**src/hw/rtl/frenet_to_cartesian_unit_assert.svh**
```systemverilog
// assertion macros for the frenet to cartesian unit
`ifndef FRENET_TO_CARTESIAN_UNIT_ASSERT_SVH
`define FRENET_TO_CARTESIAN_UNIT_ASSERT_SVH
`ifndef SYNTHESIS
`define F2C_ASSERT(label, clk, rst_n, prop, msg) \
  label: assert property (@(posedge clk) disable iff (!rst_n) (prop)) else $error(msg);
`define F2C_ASSERT_NEXT(label, clk, rst_n, ante, cons, msg) \
  label: assert property (@(posedge clk) disable iff (!rst_n) (ante) |=> (cons)) else $error(msg);
`else
`define F2C_ASSERT(label, clk, rst_n, prop, msg)
`define F2C_ASSERT_NEXT(label, clk, rst_n, ante, cons, msg)
`endif
`endif

```
**src/hw/rtl/f2c_pkg.sv**
```systemverilog
// ----------------------------------------------------------------------------
// f2c_pkg
// shared types and constants of the frenet to cartesian unit
// ----------------------------------------------------------------------------
package f2c_pkg;

  localparam int unsigned MapDepthDef  = 256;
  localparam int unsigned CoordBitsDef = 32;
  localparam int unsigned FieldBits    = 32;
  localparam int unsigned SegBits      = 8;
  localparam int unsigned CountBits    = 9;
  localparam int unsigned QueueDepth   = 2;

  typedef enum logic {
    ACT_LOAD    = 1'b0,
    ACT_CONVERT = 1'b1
  } action_e;

  // one request as it crosses from the front part to the back part
  typedef struct packed {
    logic                 convert;
    logic [SegBits-1:0]   wp_index;
    logic [FieldBits-1:0] wp_arc;
    logic [FieldBits-1:0] wp_east;
    logic [FieldBits-1:0] wp_north;
    logic [FieldBits-1:0] pos_arc;
    logic [FieldBits-1:0] pos_lateral;
  } req_t;

  typedef enum logic [4:0] {
    ST_IDLE,
    ST_LOAD,
    ST_SCAN_ADDR,
    ST_SCAN_WAIT,
    ST_SCAN_CHK,
    ST_RD_P,
    ST_RD_PW,
    ST_RD_Q,
    ST_RD_QW,
    ST_DIFF,
    ST_NORM,
    ST_SQUARE,
    ST_SQRT,
    ST_DIV,
    ST_MUL,
    ST_SUM,
    ST_OUT
  } back_state_e;

endpackage

```
**src/hw/rtl/f2c_front.sv**
```systemverilog
// ----------------------------------------------------------------------------
// f2c_front
// accepts requests and queues them for the back part
// ----------------------------------------------------------------------------
module f2c_front (
  input  logic           clk_i,
  input  logic           rst_ni,
  input  logic           in_valid_i,
  output logic           in_ready_o,
  input  f2c_pkg::req_t  in_req_i,
  output logic           q_valid_o,
  input  logic           q_ready_i,
  output f2c_pkg::req_t  q_req_o
);
  import f2c_pkg::*;

  `include "frenet_to_cartesian_unit_assert.svh"

  localparam int unsigned PtrBits = $clog2(QueueDepth);

  req_t               slot_q [QueueDepth];
  logic [PtrBits-1:0] wr_ptr_q, wr_ptr_d, rd_ptr_q, rd_ptr_d;
  logic [PtrBits:0]   fill_q, fill_d;
  logic               push, pop;

  assign in_ready_o = (fill_q != (PtrBits+1)'(QueueDepth));
  assign q_valid_o  = (fill_q != '0);
  assign q_req_o    = slot_q[rd_ptr_q];
  assign push       = in_valid_i && in_ready_o;
  assign pop        = q_valid_o && q_ready_i;

  always_comb begin
    wr_ptr_d = push ? wr_ptr_q + PtrBits'(1) : wr_ptr_q;
    rd_ptr_d = pop ? rd_ptr_q + PtrBits'(1) : rd_ptr_q;
    fill_d   = fill_q + (PtrBits+1)'(push) - (PtrBits+1)'(pop);
  end

  always_ff @(posedge clk_i or negedge rst_ni) begin
    if (!rst_ni) begin
      wr_ptr_q <= '0;
      rd_ptr_q <= '0;
      fill_q   <= '0;
    end else begin
      wr_ptr_q <= wr_ptr_d;
      rd_ptr_q <= rd_ptr_d;
      fill_q   <= fill_d;
    end
  end

  // each request is stored whole; the back part picks the fields it needs
  always_ff @(posedge clk_i) begin
    if (push) begin
      slot_q[wr_ptr_q] <= in_req_i;
    end
  end

  `F2C_ASSERT(a_fill_range, clk_i, rst_ni, fill_q <= (PtrBits+1)'(QueueDepth),
              "queue fill above depth")
  `F2C_ASSERT_NEXT(a_fill_push, clk_i, rst_ni, push && !pop, fill_q == $past(fill_q) + 1'b1,
                   "queue fill did not grow on push")
  `F2C_ASSERT(a_ptr_match, clk_i, rst_ni,
              (fill_q == '0 || fill_q == (PtrBits+1)'(QueueDepth)) == (wr_ptr_q == rd_ptr_q),
              "queue pointers disagree with fill")

endmodule

```
**config.mk**
```make
export PLATFORM = sky130hd
export DESIGN_NAME = f2c_front
export DESIGN_NICKNAME = d
export VERILOG_FILES = /design/src/hw/rtl/f2c_pkg.sv /design/src/hw/rtl/f2c_front.sv
export VERILOG_INCLUDE_DIRS = /design/src /design/src/hw/rtl
export SDC_FILE = /design/constraint.sdc
export NUM_CORES = 1
export LEC_CHECK = 0
export BUFFER_PORTS_ARGS = -buffer_cell sky130_fd_sc_hd__buf_2
export CAP_MARGIN = 15
export CORE_ASPECT_RATIO = 1.25
export CORE_MARGIN = 2
export CORE_UTILIZATION = 56
export DETAILED_ROUTE_END_ITERATION = 8
export GPL_TIMING_DRIVEN = 1
export HOLD_SLACK_MARGIN = 0.1
export PLACE_DENSITY = 0.84
export SKIP_LAST_GASP = 1
export SLEW_MARGIN = 20
export SYNTH_ARGS = -nofsm -noshare
export SYNTH_HDL_FRONTEND = slang
export SYNTH_SLANG_ARGS = --single-unit
```
**constraint.sdc**
```tcl
create_clock -name clk_i -period 20.1 [get_ports clk_i]
set_input_delay 3.015 -clock clk_i [delete_from_list [all_inputs] [get_ports clk_i]]
set_output_delay 3.015 -clock clk_i [all_outputs]
set_load 0.02 [all_outputs]
```
==> impl_metrics.ini, run 1 <==
[layout]
final_cells = 1220
nets = 1085
fin_util_pct = 70.5
finalInstanceArea_sq_mm = 0.0158
layout-drive-gt1-share_pct = 61.0
area_growth_pct = 23.0
final_common_cell = buf_2
layout_common_cells = buf_2, edfxtp_1, mux2_4

[place]
place_congestion = 0.773
io_buffers = 343
placed_area_sq_mm = 0.0148
dp_cells = 1162
place_worst_setup_slack_ps = 14650
hpwl_um = 16300

[clocking]
ctsHoldBuffers = 0
cts_htree_levels = 1
cts-root-buf = clkbuf_16
cts_buffers = 30
post_cts_buffers = 0
cts.sinks = 342
cts_resized = 0
clk_pin_slew_ps = 70
clock_latency_ps = 550
cts_buffer_depth = 3
cts_tree = yes

[global_routing]
grt_max_degree = 69
antenna_found_initial = 3
grt_pass1_vias = 6747
grt_overflow = 0
grt_usage_pct = 19.7
grt_pass1_wl_um = 36900

[die]
dieArea_sq_mm = 0.0241
ios = 344
die_h_um = 173
start_util_pct = 57.3
die_width_um = 139
core_area_sq_mm = 0.0224
row_count = 61

[yosys]
synth_nets = 722
syn_inst = 548
avgSynthCellArea_sq_um = 23.4
seq_area_frac_synth_pct = 80.0
synth-seq-cells = 342
synth_compound_area_share_pct = 0.244
netlist_top_cells_area = edfxtp_1, mux2_4, mux2_2, buf_6, dfrtp_1
yosysUniqueCellTypes = 19
synth_top_family_by_area = multiplexers
synth_area_sq_mm = 0.0128
synth-simple-area-share_pct = 0.381
synth_warnings = 0
yosys.area_share.xor_xnor_pct = 0.205
synthAdderAreaFrac_pct = 0.0976
muxShareOfSynthArea_pct = 17.8
yosysTopAreaCell = edfxtp_1
synth_top_area_share_pct = 79.2

[sta]
drv_slew = 0
fin_worst_skew_ps = 11.7
rsz0062_at_grt = no
tightestPinTransition_ps = 962
finalSetupTns_ps = 0
worst_slack_ps = 14150
setup_violations = 0
timing.fmax_ghz = 0.168
maxSlewHeadroom_pct = 35.9
min_period_ps = 5950
finalHoldViolations = 0
fin_crit_sh_pct = 29.6
hold_ws_ps = 568

[setup_path]
required_ps = 17090
cp_cell_sequence = buf_4, mux2_2, buf_2
slowest_delay_ps = 900
path_max_fanout = 59
cp-end-kind = primary output
cp.arrival_ps = 2930
r2r_setup_slack_ps = 17590
critPathKind = flip-flop to primary output
crit_path_top_delay_cell = dfrtp_4
start_kind = flip-flop

[status]
status = finished clean

[power_and_ir_drop]
vdd_drop_max_mv = 0.115
finalPower_mw = 2.42
power.density_mw_per_mm2 = 153
power_leakage_nw = 6.19

[routing]
wirelength_um = 24700
dr.pass1.iters = 4
routed_via_density = 5.27
num_vias = 6431
antenna_left = 0
route.detailed.wl_per_inst_um = 20.3
drt_iter0_drc = 391
route.detailed.drc = 0

[hold_path]
hp-class = flip-flop to flip-flop

[job]
maxCapViolCount = 0
[sequential cells by signal (all words and copies together) (netlist names)]
register	count
slot_q	338
fill_q	2
rd_ptr_q	1
wr_ptr_q	1
[final timing paths]
path                            startpoint  cells after the start       endpoint
max in group asynchronous           rst_ni                      1       rd_ptr_q
min in group asynchronous           rst_ni                      1       rd_ptr_q
worst min-delay path              wr_ptr_q                      1       wr_ptr_q
worst max register to register   fill_q[0]                      5  slot_q[0][23]
worst min register to register    wr_ptr_q                      1       wr_ptr_q
worst max-delay path              rd_ptr_q                      3    q_req_o[13]
[routing by layer]
layer	track usage (%)	up-vias	routed length, um
li1	-	2922	-
met1	22.3	3184	8860
met2	36.4	275	13200
met3	5.34	48	2070
met4	5.81	2	598
met5	0	-	13
[power by group]
group | total (mW) | internal, mW | switching (mW)
combinational | 0.821 | 0.347 | 0.474
clock | 0.560 | 0.318 | 0.242
sequential | 1.04 | 0.976 | 0.0630
[critical path, delay by kind of cell, from the launching register on]
family                 cells  cell delay [ps]
buffers and inverters      2             1010
DFF                        1              900
muxes                      1              420
[Yosys cell counts]
library cell,instances
a211oi_1,1
nand3_1,1
or2_2,1
and3_1,1
xnor2_1,3
o21ai_0,1
a32oi_1,1
nand2_1,2
ha_1,1
dfrtp_1,4
nor2_1,3
a21bo_2,1
buf_6,12
nor2b_1,1
nand2b_1,1
buf_2,7
mux2_2,69
mux2_4,100
edfxtp_1,338
[final cells by class]
| type | instances | area, sq um |
|---|---|---|
| Fill cell | 1396 | 6590 |
| Sequential cell | 342 | 10300 |
| Tap cell | 283 | 354 |
| Timing Repair Buffer | 350 | 1770 |
| Clock buffer | 32 | 779 |
| Multi-Input combinational cell | 187 | 2410 |
| Clock inverter | 24 | 195 |
| Antenna cell | 2 | 5.00 |
[logic make-up (layout without fill, tap and decap cells)]
kind of cell | after synthesis | after routing
xor gates and xnor gates | 3 | 3
and+or+nand+nor | 10 | 10
AOI/OAI and AO/OA | 4 | 4
DFF | 342 | 342
other | 0 | 2
muxes | 169 | 169
buffers and inverters | 19 | 406
adders and majority gates | 1 | 1
No activity file was read; power rests on OpenSTA's default activity.
==> run 2: changes to the inputs <==
--- a/config.mk
+++ b/config.mk
@@ -10,11 +10,11 @@
 export CAP_MARGIN = 15
 export CORE_ASPECT_RATIO = 1.25
 export CORE_MARGIN = 2
-export CORE_UTILIZATION = 56
+export CORE_UTILIZATION = 47
 export DETAILED_ROUTE_END_ITERATION = 8
 export GPL_TIMING_DRIVEN = 1
 export HOLD_SLACK_MARGIN = 0.1
-export PLACE_DENSITY = 0.84
+export PLACE_DENSITY = 0.75
 export SKIP_LAST_GASP = 1
 export SLEW_MARGIN = 20
 export SYNTH_ARGS = -nofsm -noshare
==> constraint.sdc (replaced) <==
create_clock -name clk_i -period 5.4 [get_ports clk_i]
set_input_delay 0.81 -clock clk_i [delete_from_list [all_inputs] [get_ports clk_i]]
set_output_delay 0.81 -clock clk_i [all_outputs]
set_load 0.02 [all_outputs]
==> impl_metrics.ini, run 2 (synthesized netlist as in run 1, its figures left out) <==
[status]
status = finished clean

[routing]
routed_via_density = 4.88
antenna_left = 0
dr.pass1.iters = 4
route.detailed.drc = 0
wirelength_um = 23800
num_vias = 6295
drt_iter0_drc = 226
route.detailed.wl_per_inst_um = 18.4

[place]
place_congestion = 0.735
hpwl_um = 15900
placed_area_sq_mm = 0.0149
io_buffers = 343

[sta]
setup_violations = 0
maxSlewHeadroom_pct = 41.6
finalSetupTns_ps = 0
fin_crit_sh_pct = 62.3
timing.fmax_ghz = 0.297
tightestPinTransition_ps = 877
min_period_ps = 3360
rsz0062_at_grt = no
drv_slew = 0
fin_worst_skew_ps = 19.5
finalHoldViolations = 0

[global_routing]
grt_usage_pct = 15.8
grt_pass1_vias = 6711
grt_overflow = 0
antenna_found_initial = 9
grt_pass1_wl_um = 34600
grt_max_degree = 87

[layout]
final_common_cell = buf_2
reg_top3 = slot_q (338), fill_q (2)
finalInstanceArea_sq_mm = 0.0159
layout_common_cells = buf_2, edfxtp_1, mux2_4
largest_reg_flops = 338
nets = 1090
layout-drive-gt1-share_pct = 60.3
area_growth_pct = 24.4
regMostFlops = slot_q

[setup_path]
critPathKind = flip-flop to primary output
cp-end-kind = primary output
cp_cell_sequence = buf_12, mux2_4, buf_2
slowest_delay_ps = 960
crit_path_top_delay_cell = dfrtp_4
path_max_fanout = 57
ff2ff_path_depth = 4
cp.arrival_ps = 2550
required_ps = 4590
start_kind = flip-flop

[clocking]
clk_pin_slew_ps = 60
cts_buffer_depth = 3
cts.sinks = 342
cts_tree = yes
clock_latency_ps = 500
cts-root-buf = clkbuf_16
cts_htree_levels = 2
cts_buffers = 34
post_cts_buffers = 0

[die]
start_util_pct = 47.8
row_count = 67
die_width_um = 152
ios = 344
dieArea_sq_mm = 0.0286
core_area_sq_mm = 0.0268
die_h_um = 189

[power_and_ir_drop]
power.density_mw_per_mm2 = 567
vdd_drop_max_mv = 0.451
power_leakage_nw = 6.23

[hold_path]
hp-class = input pin to flip-flop
worstHoldPathCells = 1

[job]
maxCapViolCount = 0
run 2: through the flow:
stage          total power [mW]  cells  hold slack, ps  utilization (%)  setup WS, ps
2_1_floorplan              6.19    548             514                -           137
3_3_place_gp               6.98   1224             538             55.6          2490
3_5_place_dp               7.02   1224             545             55.6          2520
4_1_cts                    9.17   1285             471             59.4          1970
5_1_grt                    9.46   1289             474             59.4          1900
6_report                   9.05   1291             496             59.4          2040
run 2: layer usage:
metal | wire length, um | up-vias | global-route usage (%) | share of wire (%)
li1 | - | 2939 | - | -
met3 | 2170 | 43 | 6.13 | 9.1
met1 | 8600 | 3071 | 16.7 | 36
met4 | 520 | 6 | 5.41 | 2.2
met2 | 12500 | 236 | 28.5 | 52
met5 | 38 | - | 0 | 0.16
run 2: what timing repair did:
action / in CTS / in global routing
hold buffers: 1 / 0
resized for setup: 0 / 0
endpoints found under the hold margin: 4 / 0
run 2: final timing paths:
check / startpoint / slack (ps) / endpoint
worst min-delay path: in_req_i[2] / 500 / slot_q[1][2]
max in group asynchronous: rst_ni / 4610 / rd_ptr_q
worst min register to register: wr_ptr_q / 550 / wr_ptr_q
min in group asynchronous: rst_ni / 650 / wr_ptr_q
worst max-delay path: rd_ptr_q / 2040 / q_req_o[82]
worst max register to register: fill_q[0] / 3220 / slot_q[0][52]
run 2: worst max-delay path: cells and delay by family, from the launching register on:
| family | cells | cell delay (ps) |
|---|---|---|
| buffers and inverters | 2 | 600 |
| flip-flops | 1 | 960 |
| multiplexers | 1 | 350 |
run 2: where the power goes:
group	internal (mW)	switching [mW]	total, mW	leakage (nW)
logic	1.31	1.75	3.06	2.54
registers	3.63	0.232	3.86	3.19
clock network	1.23	0.895	2.13	0.493
run 2: area by class of cell:
cell class / count / area [sq um]
clock inverter: 17 / 105
multi-input combinational: 187 / 2410
fill: 2035 / 10900
antenna: 6 / 15.0
timing repair buffer: 351 / 1820
clock buffer: 43 / 906
sequential: 342 / 10300
tap: 345 / 432
